## src/design/dro_pkg.sv

```systemverilog
package dro_pkg;

    localparam int MAX_CLASSES_DEF = 128;
    localparam int BOX_LEN         = 4;

    localparam int VALUE_W    = 19;
    localparam int CLASS_W    = 7;
    localparam int COORD_W    = 16;
    localparam int CC_W       = 8;
    localparam int THR_W      = 17;
    localparam int FRAME_W    = 14;
    localparam int CFG_IDX_W  = 2;
    localparam int CFG_DATA_W = 17;

    // 2*centre +/- size, then times frame size (units of 2^-17 pixel)
    localparam int SUM_W  = VALUE_W + 2;
    localparam int PROD_W = SUM_W + FRAME_W + 1;
    localparam int FRAC_W = 17;
    localparam int RND_W  = PROD_W + 1 - FRAC_W;

    localparam logic [CC_W-1:0]    CLASS_COUNT_RST = CC_W'(80);
    localparam logic [THR_W-1:0]   THRESHOLD_RST   = THR_W'(32768);
    localparam logic [FRAME_W-1:0] FRAME_WIDTH_RST = FRAME_W'(640);
    localparam logic [FRAME_W-1:0] FRAME_HEIGHT_RST = FRAME_W'(640);

    typedef enum logic [CFG_IDX_W-1:0] {
        REG_CLASS_COUNT     = 2'd0,
        REG_SCORE_THRESHOLD = 2'd1,
        REG_FRAME_WIDTH     = 2'd2,
        REG_FRAME_HEIGHT    = 2'd3
    } cfg_reg_t;

    // floor((p + 2^16) / 2^17), saturated to a 16-bit signed pixel coordinate
    function automatic logic signed [COORD_W-1:0] round_sat(
        input logic signed [PROD_W-1:0] p
    );
        logic signed [PROD_W:0]  t;
        logic signed [RND_W-1:0] r;
        t = $signed({p[PROD_W-1], p}) + $signed((PROD_W+1)'(65536));
        r = t[PROD_W:FRAC_W];
        if (r[RND_W-1:COORD_W-1] == '0 || r[RND_W-1:COORD_W-1] == '1) begin
            round_sat = r[COORD_W-1:0];
        end else if (r[RND_W-1]) begin
            round_sat = {1'b1, {(COORD_W-1){1'b0}}};
        end else begin
            round_sat = {1'b0, {(COORD_W-1){1'b1}}};
        end
    endfunction

endpackage

```

## src/design/detection_row_decode.sv

```systemverilog
// Channel   Direction  Ports                                   Moves
// s_        in         s_valid s_ready s_value                 one tensor element per request
// m_        out        m_valid m_ready m_class_index ..        one detection per request
// cfg_      in         cfg_we cfg_index cfg_data               register write, no wait
//
// One element is taken every cycle while s_ready is high; each needs one compare and a register store.
// After the row's last element a detection passes through the sum register,
// the multiplier register, then round/saturate/order into the output register.
// aresetn is synchronous, active low; it clears the row position, the pipeline
// valids and loads the register defaults.
// With m_ready low the pipeline holds up to three detections before s_ready drops.
module detection_row_decode #(
    parameter int MAX_CLASSES = dro_pkg::MAX_CLASSES_DEF
) (
    input  logic                                  aclk,
    input  logic                                  aresetn,

    input  logic                                  s_valid,
    output logic                                  s_ready,
    input  logic signed [dro_pkg::VALUE_W-1:0]    s_value,

    output logic                                  m_valid,
    input  logic                                  m_ready,
    output logic [dro_pkg::CLASS_W-1:0]           m_class_index,
    output logic signed [dro_pkg::VALUE_W-1:0]    m_best_score,
    output logic signed [dro_pkg::COORD_W-1:0]    m_left,
    output logic signed [dro_pkg::COORD_W-1:0]    m_top,
    output logic signed [dro_pkg::COORD_W-1:0]    m_right,
    output logic signed [dro_pkg::COORD_W-1:0]    m_bottom,

    input  logic                                  cfg_we,
    input  logic [dro_pkg::CFG_IDX_W-1:0]         cfg_index,
    input  logic [dro_pkg::CFG_DATA_W-1:0]        cfg_data
);

    localparam int POS_W = $clog2(MAX_CLASSES + dro_pkg::BOX_LEN);
    localparam int VW    = dro_pkg::VALUE_W;
    localparam int SW    = dro_pkg::SUM_W;
    localparam int PW    = dro_pkg::PROD_W;
    localparam int CW    = dro_pkg::COORD_W;
    localparam int KW    = dro_pkg::CLASS_W;

    // configuration
    logic [dro_pkg::CC_W-1:0]    class_count_reg;
    logic [dro_pkg::THR_W-1:0]   threshold_reg;
    logic [dro_pkg::FRAME_W-1:0] frame_width_reg;
    logic [dro_pkg::FRAME_W-1:0] frame_height_reg;

    always_ff @(posedge aclk) begin
        if (!aresetn) begin
            class_count_reg  <= dro_pkg::CLASS_COUNT_RST;
            threshold_reg    <= dro_pkg::THRESHOLD_RST;
            frame_width_reg  <= dro_pkg::FRAME_WIDTH_RST;
            frame_height_reg <= dro_pkg::FRAME_HEIGHT_RST;
        end else if (cfg_we) begin
            unique case (dro_pkg::cfg_reg_t'(cfg_index))
                dro_pkg::REG_CLASS_COUNT:     class_count_reg  <= cfg_data[dro_pkg::CC_W-1:0];
                dro_pkg::REG_SCORE_THRESHOLD: threshold_reg    <= cfg_data[dro_pkg::THR_W-1:0];
                dro_pkg::REG_FRAME_WIDTH:     frame_width_reg  <= cfg_data[dro_pkg::FRAME_W-1:0];
                dro_pkg::REG_FRAME_HEIGHT:    frame_height_reg <= cfg_data[dro_pkg::FRAME_W-1:0];
                default: ;
            endcase
        end
    end

    // pipeline control
    logic job_valid_reg, prod_valid_reg, m_valid_reg;
    logic out_ready, prod_ready, prod_adv, job_ready, job_adv, accept, emit;

    assign out_ready  = !m_valid_reg || m_ready;
    assign prod_adv   = prod_valid_reg && out_ready;
    assign prod_ready = !prod_valid_reg || out_ready;
    assign job_adv    = job_valid_reg && prod_ready;
    assign job_ready  = !job_valid_reg || prod_ready;
    assign s_ready    = job_ready;
    assign accept     = s_valid && s_ready;

    // row tracking
    logic [POS_W-1:0]     pos_reg, pos_next;
    logic signed [VW-1:0] box_reg [dro_pkg::BOX_LEN];
    logic signed [VW-1:0] best_score_reg, row_score;
    logic [KW-1:0]        best_class_reg, row_class;
    logic [8:0]           eff_cc;
    logic [POS_W-1:0]     last_pos;
    logic                 in_box, row_end, take_new, pass;

    always_comb begin
        if (class_count_reg == '0) begin
            eff_cc = 9'd1;
        end else if ({1'b0, class_count_reg} > 9'(MAX_CLASSES)) begin
            eff_cc = 9'(MAX_CLASSES);
        end else begin
            eff_cc = {1'b0, class_count_reg};
        end
    end

    assign last_pos = POS_W'(eff_cc) + POS_W'(dro_pkg::BOX_LEN - 1);
    assign in_box   = pos_reg < POS_W'(dro_pkg::BOX_LEN);
    assign row_end  = !in_box && !(pos_reg < last_pos);
    // first score of a row always loads; later ones only when strictly larger
    assign take_new = (pos_reg == POS_W'(dro_pkg::BOX_LEN)) || (s_value > best_score_reg);
    assign row_score = take_new ? s_value : best_score_reg;
    assign row_class = take_new ? KW'(pos_reg - POS_W'(dro_pkg::BOX_LEN)) : best_class_reg;
    assign pass      = $signed({row_score[VW-1], row_score})
                       >= $signed({3'b000, threshold_reg});
    assign emit      = accept && row_end && pass;

    always_comb begin
        pos_next = pos_reg;
        if (accept) begin
            pos_next = row_end ? '0 : pos_reg + POS_W'(1);
        end
    end

    always_ff @(posedge aclk) begin
        if (!aresetn) begin
            pos_reg <= '0;
        end else begin
            pos_reg <= pos_next;
        end
    end

    always_ff @(posedge aclk) begin
        if (accept && in_box) begin
            box_reg[pos_reg[1:0]] <= s_value;
        end
        if (accept && !in_box) begin
            best_score_reg <= row_score;
            best_class_reg <= row_class;
        end
    end

    // stage 1: corner sums
    logic signed [SW-1:0] x1_reg, x2_reg, y1_reg, y2_reg;
    logic signed [VW-1:0] job_score_reg;
    logic [KW-1:0]        job_class_reg;
    logic signed [SW-1:0] cx2, cy2;

    assign cx2 = SW'(box_reg[0]) <<< 1;
    assign cy2 = SW'(box_reg[1]) <<< 1;

    always_ff @(posedge aclk) begin
        if (emit) begin
            x1_reg        <= cx2 - SW'(box_reg[2]);
            x2_reg        <= cx2 + SW'(box_reg[2]);
            y1_reg        <= cy2 - SW'(box_reg[3]);
            y2_reg        <= cy2 + SW'(box_reg[3]);
            job_score_reg <= row_score;
            job_class_reg <= row_class;
        end
    end

    // stage 2: scale by frame size
    logic signed [PW-1:0] px1_reg, px2_reg, py1_reg, py2_reg;
    logic signed [VW-1:0] prod_score_reg;
    logic [KW-1:0]        prod_class_reg;
    logic signed [PW-1:0] fw, fh;

    assign fw = PW'($signed({1'b0, frame_width_reg}));
    assign fh = PW'($signed({1'b0, frame_height_reg}));

    always_ff @(posedge aclk) begin
        if (job_adv) begin
            px1_reg        <= PW'(x1_reg) * fw;
            px2_reg        <= PW'(x2_reg) * fw;
            py1_reg        <= PW'(y1_reg) * fh;
            py2_reg        <= PW'(y2_reg) * fh;
            prod_score_reg <= job_score_reg;
            prod_class_reg <= job_class_reg;
        end
    end

    // stage 3: round, saturate, order
    logic signed [CW-1:0] rx1, rx2, ry1, ry2;

    assign rx1 = dro_pkg::round_sat(px1_reg);
    assign rx2 = dro_pkg::round_sat(px2_reg);
    assign ry1 = dro_pkg::round_sat(py1_reg);
    assign ry2 = dro_pkg::round_sat(py2_reg);

    always_ff @(posedge aclk) begin
        if (prod_adv) begin
            m_class_index <= prod_class_reg;
            m_best_score  <= prod_score_reg;
            m_left        <= (rx1 < rx2) ? rx1 : rx2;
            m_right       <= (rx1 < rx2) ? rx2 : rx1;
            m_top         <= (ry1 < ry2) ? ry1 : ry2;
            m_bottom      <= (ry1 < ry2) ? ry2 : ry1;
        end
    end

    always_ff @(posedge aclk) begin
        if (!aresetn) begin
            job_valid_reg  <= 1'b0;
            prod_valid_reg <= 1'b0;
            m_valid_reg    <= 1'b0;
        end else begin
            if (emit) begin
                job_valid_reg <= 1'b1;
            end else if (job_adv) begin
                job_valid_reg <= 1'b0;
            end
            if (job_adv) begin
                prod_valid_reg <= 1'b1;
            end else if (prod_adv) begin
                prod_valid_reg <= 1'b0;
            end
            if (prod_adv) begin
                m_valid_reg <= 1'b1;
            end else if (m_ready) begin
                m_valid_reg <= 1'b0;
            end
        end
    end

    assign m_valid = m_valid_reg;

`ifndef SYNTHESIS
    a_ready_full: assert property (@(posedge aclk) disable iff (!aresetn)
        !s_ready |-> (job_valid_reg && prod_valid_reg && m_valid_reg))
        else $error("input stalled while pipeline not full");

    a_pos_range: assert property (@(posedge aclk) disable iff (!aresetn)
        pos_reg <= POS_W'(MAX_CLASSES + dro_pkg::BOX_LEN - 1))
        else $error("row position beyond last element");

    a_job_moves: assert property (@(posedge aclk) disable iff (!aresetn)
        job_adv |=> prod_valid_reg)
        else $error("scaled request lost");

    a_x_order: assert property (@(posedge aclk) disable iff (!aresetn)
        m_valid_reg |-> (m_left <= m_right && m_top <= m_bottom))
        else $error("corners out of order");
`endif

endmodule
```

## config.mk

```make
export PLATFORM = sky130hd
export DESIGN_NAME = detection_row_decode
export DESIGN_NICKNAME = d
export VERILOG_FILES = /design/src/design/dro_pkg.sv /design/src/design/detection_row_decode.sv
export SDC_FILE = /design/constraint.sdc
export NUM_CORES = 2
export LEC_CHECK = 0
export BUFFER_PORTS_ARGS = -buffer_cell sky130_fd_sc_hd__buf_2
export CORE_AREA = 2 2 318 320
export DETAILED_ROUTE_END_ITERATION = 12
export DIE_AREA = 0 0 320 322
export MAX_ROUTING_LAYER = met4
export PLACE_DENSITY = 0.93
export SYNTH_ARGS = -nofsm -noshare
export SYNTH_HDL_FRONTEND = slang
export SYNTH_SLANG_ARGS = --single-unit
```

## constraint.sdc

```tcl
create_clock -name aclk -period 22.1 [get_ports aclk]
set_clock_uncertainty 0.1 [all_clocks]
set_input_delay 4.42 -clock aclk [delete_from_list [all_inputs] [get_ports aclk]]
set_output_delay 4.42 -clock aclk [all_outputs]
set_load 0.02 [all_outputs]
```

==> results by group <==
Setup path
  – Reg-to-reg endpoint: px1_reg[35]
  – Levels on crit path: 4
  – CP Class: in2out
  – Data arrival time of the critical path: 5.57 ns
  – Reg2reg path depth: 22
  – Largest delay share family, worst path: simple AND/OR/NAND/NOR gates
  – Crit path from: m_ready
  – R2R Path Start: frame_width_reg[9]
  – Worst R2R Setup Slack: 13.24 ns
  – Crit start category: input pin
  – Crit path max fanout: 5
  – WP buf/inv: 2
  – CP cell instances: buf_2, nor2b_1, nand3_1, buf_2
  – Crit path capture type: output pin
  – Critical path's slowest cell: nor2b_1
  – Crit-path max cell delay: 0.49 ns
  – CP endpoint: s_ready
  – WP data required: 17.58 ns
  – Worst path most repeated cell: buf_2

Routing
  – DR vias: 46900
  – Remaining DRCs: 0
  – DRT iter0 DRCs: 4945
  – WL met3: 18300 um
  – Total wire length: 163000 um
  – Per-cell routed wire length: 20.9 um
  – Pre-antenna DRT Iters: 8
  – M1 WL: 58800 um
  – Top sig layer: met4
  – Met2 wire length: 76900 um
  – Via density: 6.01
  – ANT nets after route: 0

Run
  – MaxCap Viol Count: 0

Floorplanning
  – Die Wd: 320 um
  – Rows: 116
  – Core Region: 99600 um2
  – Die ar.: 103000 um2
  – I/O pins: 135
  – Die Y: 322 um
  – Initial Utilization: 64.4%

Synthesis
  – Count leader, synth: inv_1
  – Synth top area share: 34.6%
  – Async set or reset register ratio after synthesis: 0%
  – Yosys top cell by area: fa_1
  – Synth warn: 0
  – Post-Syn Area per Cell: 9.85 um2
  – Top FF cell, synth: edfxtp_1
  – Cell variety after synth: 83
  – Largest cells by area after synthesis: fa_1 35%, edfxtp_1 19%, ha_1 9.6%, inv_1 7.7%, and2_1 6.6%
  – #FFs+latches synth: 470
  – EDFF count, synth: 406
  – Syn Nets: 8160
  – Most frequent cells after synthesis: 1315 x inv_1, 1108 x fa_1, 679 x and2_1
  – Sequential-to-total area share from yosys stat: 21.0%
  – Cells after Synth: 6516
  – Mapped Area: 64200 um2

Clock network
  – Clk_lat worst skew: 0.67 ns
  – Clock-pin slew on the worst setup and hold paths: 0.06 ns
  – CTS root buf: clkbuf_16
  – Post_cts resized: 0
  – Clock sinks: 470
  – CTS Buf Count: 51
  – TritonCTS clock tree: done
  – Clock Tree Buf Depth: 3
  – Hold Buf Count CTS: 0
  – # Post-CTS Setup Buffers: 0
  – H-Tree Depth: 2

Global route
  – Initial antenna violation count: 5
  – Largest net degree at the start of global routing: 79
  – GR Overflow Total: 0
  – Overall routing resource usage: 33.3%
  – Vias in the first global route: 51300
  – First-pass GRT wire length: 263000 um

Pwr
  – Leak pwr: 32.1 nW
  – Max VDD drop: 0.0664 mV
  – Total power draw: 3.38 mW
  – Power density cells: 50.1 nW/um2

Timing
  – Worst slew pin tran: 1.24 ns
  – RSZ-0062 raised after global routing: false
  – Slew Viols, Final: 0
  – Normalized max-slew margin: 15.3%
  – Final worst path period need: 10.09 ns
  – Period utilization: 45.6%
  – Setup_tns: 0 ns
  – Setup-failing EPs final: 0
  – Hold Fails Final Rpt: 0
  – Max Clk Rate: 0.0991 GHz

Min path
  – HP Class: reg2reg
  – Hold depth: 0

Cells and area
  – Number of flip-flops in the largest register: 76
  – Share of layout cells above drive strength 1: 4.68%
  – Nets: 8100
  – Area grow syn2layout: 5.15%

Placement
  – Global placement routability congestion: 0.953
  – Hpwl dp: 124000 um
  – Port Buffers: 134

Run status
  – Outcome: complete, no violations
## final cells by class
type / count / area [um2]
antenna: 6 / 15.0
clock buffer: 67 / 1380
clock inverter: 29 / 375
fill: 6610 / 32100
inverter: 1316 / 4940
multi-input combinational: 4445 / 44700
sequential: 470 / 13500
tap: 1298 / 1620
timing repair buffer: 172 / 956
## worst min-delay path by stage
| stage | from | to | slack [ns] |
|---|---|---|---|
| detailed placement | prod_class_reg[2] | m_class_index[2] | 0.30 |
| finish | prod_score_reg[18] | m_best_score[18] | 0.32 |
| global route | prod_class_reg[6] | m_class_index[6] | 0.33 |
| floorplan | prod_score_reg[0] | m_best_score[0] | 0.30 |
| CTS | prod_score_reg[9] | m_best_score[9] | 0.32 |
| global placement | prod_score_reg[9] | m_best_score[9] | 0.30 |
## metrics by stage
stage	area, um2	util (%)	hold WS [ns]	instances	setup WS [ns]
2_1_floorplan	64200	-	0.300	6516	6.03
3_3_place_gp	65700	66.0	0.304	7701	12.04
3_5_place_dp	65700	66.0	0.305	7701	11.87
6_report	67500	67.8	0.317	7803	12.01
4_1_cts	67500	67.8	0.320	7797	12.00
5_1_grt	67500	67.8	0.327	7802	11.94
## logic make-up after synthesis
family | count (synthesis) | share of synthesized area, %
mux | 35 | 0.556
fa+ha+maj | 1601 | 44.2
buf+inv | 1601 | 9.40
xor+xnor | 227 | 3.10
simple gates | 1929 | 15.2
compound gates | 653 | 6.54
flops | 470 | 21.0
## cells in the final DEF (no fill, tap or decap), drive strengths merged, types with 15 or more instances in the layout
| cell type | Yosys | layout |
|---|---|---|
| inv | 1315 | 1318 |
| fa | 1108 | 1108 |
| and2 | 680 | 680 |
| nand2 | 674 | 674 |
| ha | 493 | 493 |
| edfxtp | 406 | 406 |
| a21oi | 227 | 227 |
| nor2 | 189 | 189 |
| buf | 18 | 172 |
| xnor2 | 151 | 151 |
| o21ai | 122 | 122 |
| nor3 | 107 | 107 |
| xor2 | 76 | 76 |
| clkbuf | 267 | 67 |
| nand3 | 66 | 66 |
| a21o | 64 | 64 |
| dfxtp | 64 | 64 |
| nand4 | 41 | 41 |
| and3 | 39 | 39 |
| o21a | 35 | 35 |
| a31oi | 33 | 33 |
| mux2i | 30 | 30 |
| nor2b | 30 | 30 |
| nand2b | 27 | 27 |
| or3 | 24 | 24 |
| o31ai | 24 | 24 |
| clkinv | 1 | 18 |
| a211oi | 17 | 17 |
| a221oi | 16 | 16 |
| or2 | 15 | 15 |
## power by group
| group | internal [mW] | switching, mW | total, mW | leakage, nW |
|---|---|---|---|---|
| registers | 1.03 | 0.0112 | 1.04 | 4.18 |
| logic | 0.599 | 0.845 | 1.44 | 27.1 |
| clock network | 0.508 | 0.394 | 0.902 | 0.843 |
| total | 2.13 | 1.25 | 3.38 | 32.1 |
## per-layer routing
layer / GRT usage (%) / vias to the layer above
met4: 16.1 / 0
li1: - / 20200
met1: 40.3 / 23000
met3: 7.49 / 750
met2: 53.1 / 3009
met5: - / -
## worst reg2reg max path, delay by kind of cell (launching register included)
family                     cells  cell delay, ns
adders and majority gates      7            3.35
AOI/OAI and AO/OA              9            3.34
DFF                            1            0.97
buffers and inverters          4            0.62
and+or+nand+nor                1            0.15
xor gates and xnor gates       1            0.10
Note: power is estimated with default switching activity, not from simulation.
